<file path="config.mk">
export PLATFORM = sky130hd
export DESIGN_NAME = adc_packet_deframer_scaler_core
export DESIGN_NICKNAME = d
export VERILOG_FILES = /design/src/rtl/core/apds_pkg.sv /design/src/rtl/core/adc_packet_deframer_scaler_core.sv /design/src/rtl/core/apds_ctrl.sv /design/src/rtl/core/apds_datapath.sv
export SDC_FILE = /design/constraint.sdc
export NUM_CORES = 1
export LEC_CHECK = 0
export ABC_CLOCK_PERIOD_IN_PS = 7200
export BUFFER_PORTS_ARGS = -buffer_cell sky130_fd_sc_hd__buf_2
export CAP_MARGIN = 5
export CORE_MARGIN = 3
export CORE_UTILIZATION = 40
export DETAILED_ROUTE_END_ITERATION = 8
export SKIP_CTS_REPAIR_TIMING = 1
export SYNTH_ARGS = -nofsm -noshare
export SYNTH_HDL_FRONTEND = slang
export SYNTH_SLANG_ARGS = --single-unit
</file>
<file path="constraint.sdc">
create_clock -name clk_i -period 7.2 [get_ports clk_i]
set_input_delay 0.36 -clock clk_i [delete_from_list [all_inputs] [get_ports clk_i]]
set_output_delay 0.36 -clock clk_i [all_outputs]
set_load 0.01 [all_outputs]
</file>
<file path="src/rtl/core/apds_pkg.sv">
// Shared types and constants of the ADC packet deframer and scaler.
package apds_pkg;

  localparam int unsigned BYTE_W = 8;
  localparam int unsigned WORD_W = 16;
  localparam int unsigned CH_W   = 4;
  localparam int unsigned VOLT_W = 27;

  localparam logic [BYTE_W-1:0] TERM_FF = 8'hFF;
  localparam logic [BYTE_W-1:0] TERM_00 = 8'h00;

  localparam int unsigned RANGE_BIT = 14;

  localparam logic signed [16:0] ZERO_CODE   = 17'sd2048;
  localparam logic signed [10:0] GAIN_X10    = 11'sd101;
  localparam logic signed [10:0] GAIN_DIRECT = 11'sd1010;

  // Commands from the controller to the datapath.
  typedef struct packed {
    logic shift;    // shift the received byte into the window
    logic load;     // capture the sample words of a matching window
    logic advance;  // move on to the next channel
  } cmd_t;

  // Status from the datapath to the controller.
  typedef struct packed {
    logic match;    // window holds a terminated packet with a good checksum
    logic last;     // current channel is the final one of the packet
  } status_t;

endpackage

</file>
<file path="src/rtl/core/adc_packet_deframer_scaler_core.sv">
// Top level of the ADC packet deframer and scaler.
//
//   channel | direction | handshake              | payload
//   --------+-----------+------------------------+----------------------------------------
//   rx      | in        | rx_valid_i/rx_ready_o   | rx_byte_i
//   res     | out       | res_valid_o/res_ready_i | channel_index_o, raw_code_o, range_x10_o,
//           |           |                        | voltage_fixed_o, last_of_packet_o
//
// A byte that does not complete a packet leaves rx ready for the next byte.
// The cycle after a byte that completes a packet, the samples are captured and rx is
// held off while NUM_CHANNELS results leave, one per cycle while res_ready_i is high.
// Reset clears the byte window and its running checksum to zero; an all-zero window
// carries no terminator, so nothing is emitted until a full packet has arrived.
module adc_packet_deframer_scaler_core #(
  parameter int unsigned NUM_CHANNELS = 16
) (
  input  logic                                   clk_i,
  input  logic                                   rst_ni,
  input  logic                                   rx_valid_i,
  output logic                                   rx_ready_o,
  input  logic [apds_pkg::BYTE_W-1:0]            rx_byte_i,
  output logic                                   res_valid_o,
  input  logic                                   res_ready_i,
  output logic [apds_pkg::CH_W-1:0]              channel_index_o,
  output logic [apds_pkg::WORD_W-1:0]            raw_code_o,
  output logic                                   range_x10_o,
  output logic signed [apds_pkg::VOLT_W-1:0]     voltage_fixed_o,
  output logic                                   last_of_packet_o
);

  apds_pkg::cmd_t    cmd;
  apds_pkg::status_t status;

  // Sequence: accept bytes, start on each fresh matching window once, drain the channels.
  apds_ctrl u_ctrl (
    .clk_i       (clk_i),
    .rst_ni      (rst_ni),
    .rx_valid_i  (rx_valid_i),
    .rx_ready_o  (rx_ready_o),
    .res_valid_o (res_valid_o),
    .res_ready_i (res_ready_i),
    .status_i    (status),
    .cmd_o       (cmd)
  );

  // Hold the window and running sum, capture samples, scale the current channel.
  apds_datapath #(
    .NUM_CHANNELS (NUM_CHANNELS)
  ) u_datapath (
    .clk_i            (clk_i),
    .rst_ni           (rst_ni),
    .rx_byte_i        (rx_byte_i),
    .cmd_i            (cmd),
    .status_o         (status),
    .channel_index_o  (channel_index_o),
    .raw_code_o       (raw_code_o),
    .range_x10_o      (range_x10_o),
    .voltage_fixed_o  (voltage_fixed_o),
    .last_of_packet_o (last_of_packet_o)
  );

endmodule

</file>
<file path="src/rtl/core/apds_ctrl.sv">
// Controller state machine of the ADC packet deframer and scaler.
module apds_ctrl (
  input  logic             clk_i,
  input  logic             rst_ni,
  input  logic             rx_valid_i,
  output logic             rx_ready_o,
  output logic             res_valid_o,
  input  logic             res_ready_i,
  input  apds_pkg::status_t status_i,
  output apds_pkg::cmd_t    cmd_o
);

  localparam logic [0:0] ST_IDLE = 1'b0;
  localparam logic [0:0] ST_EMIT = 1'b1;

  logic [0:0] state_q, state_d;
  logic       pending_q, pending_d;
  logic       start;

  // A window starts a packet at most once, right after the byte that formed it.
  assign start = (state_q == ST_IDLE) && pending_q && status_i.match;

  always_comb begin
    state_d        = state_q;
    pending_d      = pending_q;
    rx_ready_o     = 1'b0;
    res_valid_o    = 1'b0;
    cmd_o.shift    = 1'b0;
    cmd_o.load     = 1'b0;
    cmd_o.advance  = 1'b0;
    unique case (state_q)
      ST_IDLE: begin
        rx_ready_o = !start;
        if (start) begin
          cmd_o.load = 1'b1;
          pending_d  = 1'b0;
          state_d    = ST_EMIT;
        end else if (rx_valid_i) begin
          cmd_o.shift = 1'b1;
          pending_d   = 1'b1;
        end
      end
      ST_EMIT: begin
        res_valid_o = 1'b1;
        if (res_ready_i) begin
          cmd_o.advance = 1'b1;
          if (status_i.last) begin
            state_d = ST_IDLE;
          end
        end
      end
      default: begin
        state_d = ST_IDLE;
      end
    endcase
  end

  always_ff @(posedge clk_i or negedge rst_ni) begin
    if (!rst_ni) begin
      state_q   <= ST_IDLE;
      pending_q <= 1'b0;
    end else begin
      state_q   <= state_d;
      pending_q <= pending_d;
    end
  end

endmodule

</file>
<file path="src/rtl/core/apds_datapath.sv">
// Byte window, running checksum, sample capture and voltage scaling.
module apds_datapath #(
  parameter int unsigned NUM_CHANNELS = 16
) (
  input  logic                                   clk_i,
  input  logic                                   rst_ni,
  input  logic [apds_pkg::BYTE_W-1:0]            rx_byte_i,
  input  apds_pkg::cmd_t                         cmd_i,
  output apds_pkg::status_t                      status_o,
  output logic [apds_pkg::CH_W-1:0]              channel_index_o,
  output logic [apds_pkg::WORD_W-1:0]            raw_code_o,
  output logic                                   range_x10_o,
  output logic signed [apds_pkg::VOLT_W-1:0]     voltage_fixed_o,
  output logic                                   last_of_packet_o
);

  localparam int unsigned WIN_LEN  = 2 * NUM_CHANNELS + 6;
  localparam int unsigned SUM_LEN  = 2 * NUM_CHANNELS + 2;
  localparam int unsigned CK_POS   = 2 * NUM_CHANNELS + 2;
  localparam int unsigned TERM_POS = 2 * NUM_CHANNELS + 3;

  logic [apds_pkg::BYTE_W-1:0] win_q [WIN_LEN];
  logic [apds_pkg::BYTE_W-1:0] sum_q;
  logic [apds_pkg::WORD_W-1:0] words_q [NUM_CHANNELS];
  logic [apds_pkg::CH_W-1:0]   ch_q;

  logic [apds_pkg::WORD_W-1:0] code;
  logic signed [16:0]          centered;
  logic signed [10:0]          gain;
  logic signed [27:0]          product;

  // Window and sum of its oldest bytes: drop the oldest, add the one that slides in.
  always_ff @(posedge clk_i or negedge rst_ni) begin
    if (!rst_ni) begin
      for (int i = 0; i < WIN_LEN; i++) begin
        win_q[i] <= '0;
      end
      sum_q <= '0;
    end else if (cmd_i.shift) begin
      for (int i = 0; i < WIN_LEN - 1; i++) begin
        win_q[i] <= win_q[i+1];
      end
      win_q[WIN_LEN-1] <= rx_byte_i;
      sum_q <= sum_q - win_q[0] + win_q[SUM_LEN];
    end
  end

  assign status_o.match = (win_q[TERM_POS]   == apds_pkg::TERM_FF) &&
                          (win_q[TERM_POS+1] == apds_pkg::TERM_00) &&
                          (win_q[TERM_POS+2] == apds_pkg::TERM_FF) &&
                          (sum_q == win_q[CK_POS]);
  assign status_o.last  = (ch_q == apds_pkg::CH_W'(NUM_CHANNELS - 1));

  // Captured samples drain from the bottom, one channel per transfer.
  always_ff @(posedge clk_i) begin
    if (cmd_i.load) begin
      for (int k = 0; k < NUM_CHANNELS; k++) begin
        words_q[k] <= {win_q[2*k+1], win_q[2*k]};
      end
    end else if (cmd_i.advance) begin
      for (int k = 0; k < NUM_CHANNELS - 1; k++) begin
        words_q[k] <= words_q[k+1];
      end
    end
  end

  always_ff @(posedge clk_i or negedge rst_ni) begin
    if (!rst_ni) begin
      ch_q <= '0;
    end else if (cmd_i.load) begin
      ch_q <= '0;
    end else if (cmd_i.advance) begin
      ch_q <= ch_q + apds_pkg::CH_W'(1);
    end
  end

  always_comb begin
    code                      = words_q[0];
    code[apds_pkg::RANGE_BIT] = 1'b0;
  end

  assign range_x10_o = words_q[0][apds_pkg::RANGE_BIT];
  assign centered    = signed'({1'b0, code}) - apds_pkg::ZERO_CODE;
  assign gain        = range_x10_o ? apds_pkg::GAIN_X10 : apds_pkg::GAIN_DIRECT;
  assign product     = centered * gain;

  assign channel_index_o  = ch_q;
  assign raw_code_o       = words_q[0];
  assign voltage_fixed_o  = product[apds_pkg::VOLT_W-1:0];
  assign last_of_packet_o = status_o.last;

endmodule

</file>
==> results.tsv <==
metric	value	unit
outcome	complete, no violations	
CTS H-Tree Depth	2	
hold slack	0.0861	ns
CP startpoint kind	flip-flop	
sequential area share after synthesis	55.1	%
drt via density	4.76	
Synth area leader	dfrtp_1	
gr ovfl total	0	
fraction of registers with async set/reset	55.4	%
RSZ-0062 raised after global routing	false	
clock-pin slew on the worst setup and hold paths	0.06	ns
post-synth top area share	28.0	%
Layout area overhead	10.5	%
Clock Sink Count	574	
Routed wire per std cell	15.2	um
maximum clock path buffer count	3	
Synth Warn #	0	
CTS tree	built	
Post-route DRC	0	
Via Count	15006	
commonest non-fill, non-tap cell in the layout	dfrtp_1	
Final setup violation count	0	
fraction of layout cells with a size suffix above 1	19.4	%
dpl hpwl	30.2	mm
Core Area	70100	um^2
commonest non-fill, non-tap cells in the layout	318 x dfrtp_1, 295 x nand2_1, 259 x mux2_2	
crit path DAT	6.35	ns
Top FF cell, synth	dfrtp_1	
Hold Path Stages	3	
die height	272	um
CP Class	flip-flop to primary output	
Critical Path End Type	primary output	
Routed Antenna Nets	0	
initial antenna violation count	1	
Hold EP	u_datapath.channel_index_o[1]	
count of cell types in the netlist	52	
Rel. slew slack	24.6	%
fmax	149	MHz
later-pin clock latency in the skew report	0.60	ns
die width	272	um
NumNets Final	2359	
reg-to-reg setup timing slack	2.95	ns
synthesized instance count	2099	
CP delay by family, top	adder cells	
largest net degree at the start of global routing	161	
clock buffer count from CTS	58	
Starting Density	40.5	%
vias in the first global route	16077	
Hold Path Class	input pin to flip-flop	
GRT Util Overall	13.4	%
min cycle time layout	6.71	ns
syn avg cell area	13.5	um^2
CP max stage cell	fa_1	
Ports	63	
crit-path max cell delay	0.55	ns
worst reg-to-reg path cell count	9	
# rows	97	
Synth area leaders	dfrtp_1 28%, edfxtp_1 27%, mux2_2 10%, mux2_1 7.9%, fa_1 7.8%	
Yosys reg bits	574	
die area	74200	um^2
Max-Cap Viols	0	
Max FO, Critical Path	7	
final setup margin	0.491	ns
Slew Viols, Final	0	
Slew @ Worst Pin	1.13	ns
Placement Setup Slack	1.05	ns
RR Endpoint	u_datapath.win_q[191]	
Root Buffer	clkbuf_16	
ANT cells	0	
RR Startpoint	u_datapath.sum_q[4]	
worst clock skew	0.0219	ns
Pre-antenna DRT Iters	4	
IO Port Bufs	62	
Post-Syn Area	28400	um^2
hold path startpoint	res_ready_i	
CP cell instances	inv_1 -> ha_1 -> nor2_1 -> inv_1 -> fa_1 -> inv_1 -> fa_1 -> fa_1 -> fa_1 -> inv_1 -> fa_1 -> inv_1 -> ha_1 -> nand3_1 -> nor2b_1 -> nand2_1 -> o2bb2ai_1 -> o21ai_0 -> a21oi_1 -> xnor2_1 -> buf_2	
final hold vios	0	
buffer and inverter count on the worst path	6	
initial drt markers	839	
TNS Setup	0	ns
drt total wl	47.9	mm
first-pass GRT wire length	82.6	mm
fin crit share	93.2	%
Req. time, crit path	6.84	ns
EDFF count, synth	256	
routability cong.	0.836	
-- layer usage --
layer  wire length [um]  track usage, %  vias to the layer above
met5                  0               0                        -
li1                   -               -                     7209
met1              22500            18.0                     7559
met3               1460            2.18                       71
met2              23100            22.7                      167
met4                894            3.39                        0
-- worst reg2reg max path, delay by kind of cell, from the launching register on --
kind	cells	cell delay, ns
xor gates and xnor gates	1	0.19
DFF	1	0.40
muxes	1	0.53
buffers and inverters	2	1.29
and+or+nand+nor	5	1.73
-- flip-flops by register name, summed over array words and instances (netlist names) --
signal                      count
u_datapath.win_q              304
u_ctrl.state_q                  1
u_datapath.words_q            256
u_datapath.sum_q                8
u_ctrl.pending_q                1
u_datapath.channel_index_o      4
-- cell families (layout without fill, tap and decap cells) --
group           Yosys count  in the layout  share of synthesized area [%]
compound gates          101            101                           2.18
mux                     459            459                           18.2
simple gates            421            421                           6.19
flops                   574            574                           55.1
fa+ha+maj               183            183                           11.0
xor+xnor                 68             68                           2.10
other cells               2             25                         0.0265
buf+inv                 291            382                           5.17
-- layout make-up --
cell class / instances / area (um^2)
Fill cell: 6474 / 38800
Sequential cell: 574 / 15600
Multi-Input combinational cell: 1257 / 11400
Clock buffer: 96 / 1750
Tap cell: 940 / 1180
Inverter: 188 / 709
Timing Repair Buffer: 85 / 566
Clock inverter: 13 / 114
-- synthesized netlist by cell type (all sizes together) (3+ instances only) --
master	number
xnor2	33
nand2	298
edfxtp	256
nor4	3
and3	10
and2	10
o21a	4
a31oi	3
nand4	6
o21ai	29
ha	72
nor2b	10
inv	187
clkbuf	40
a211oi	3
a21o	15
a21oi	33
fa	111
nand3	8
nor2	54
buf	63
mux2	459
or2	3
nor3	8
dfrtp	318
xor2	35
nand2b	6
-- worst max-delay path by stage --
stage,start,slack [ns],cells past startpoint,end
2_1_floorplan,u_datapath.words_q[0][14],1.30,22,voltage_fixed_o[20]
3_3_place_gp,u_datapath.words_q[0][14],1.11,21,voltage_fixed_o[26]
3_5_place_dp,u_datapath.words_q[0][14],1.05,21,voltage_fixed_o[26]
4_1_cts,u_datapath.words_q[0][14],0.36,21,voltage_fixed_o[26]
5_1_grt,u_datapath.words_q[0][14],0.05,21,voltage_fixed_o[26]
6_report,u_datapath.words_q[0][11],0.49,21,voltage_fixed_o[26]
-- through the flow --
| step | cells | utilization, % | area (um^2) |
|---|---|---|---|
| after CTS | 3144 | 44.6 | 31300 |
| after global routing | 3153 | 44.7 | 31400 |
| final | 3153 | 44.7 | 31400 |
| after global placement | 3035 | 41.9 | 29400 |
| after floorplan | 2122 | - | 28500 |
| after detailed placement | 3035 | 41.9 | 29400 |
Power is not shown: default switching activity piles up to over one toggle a cycle in this logic, so the estimate is an artifact.
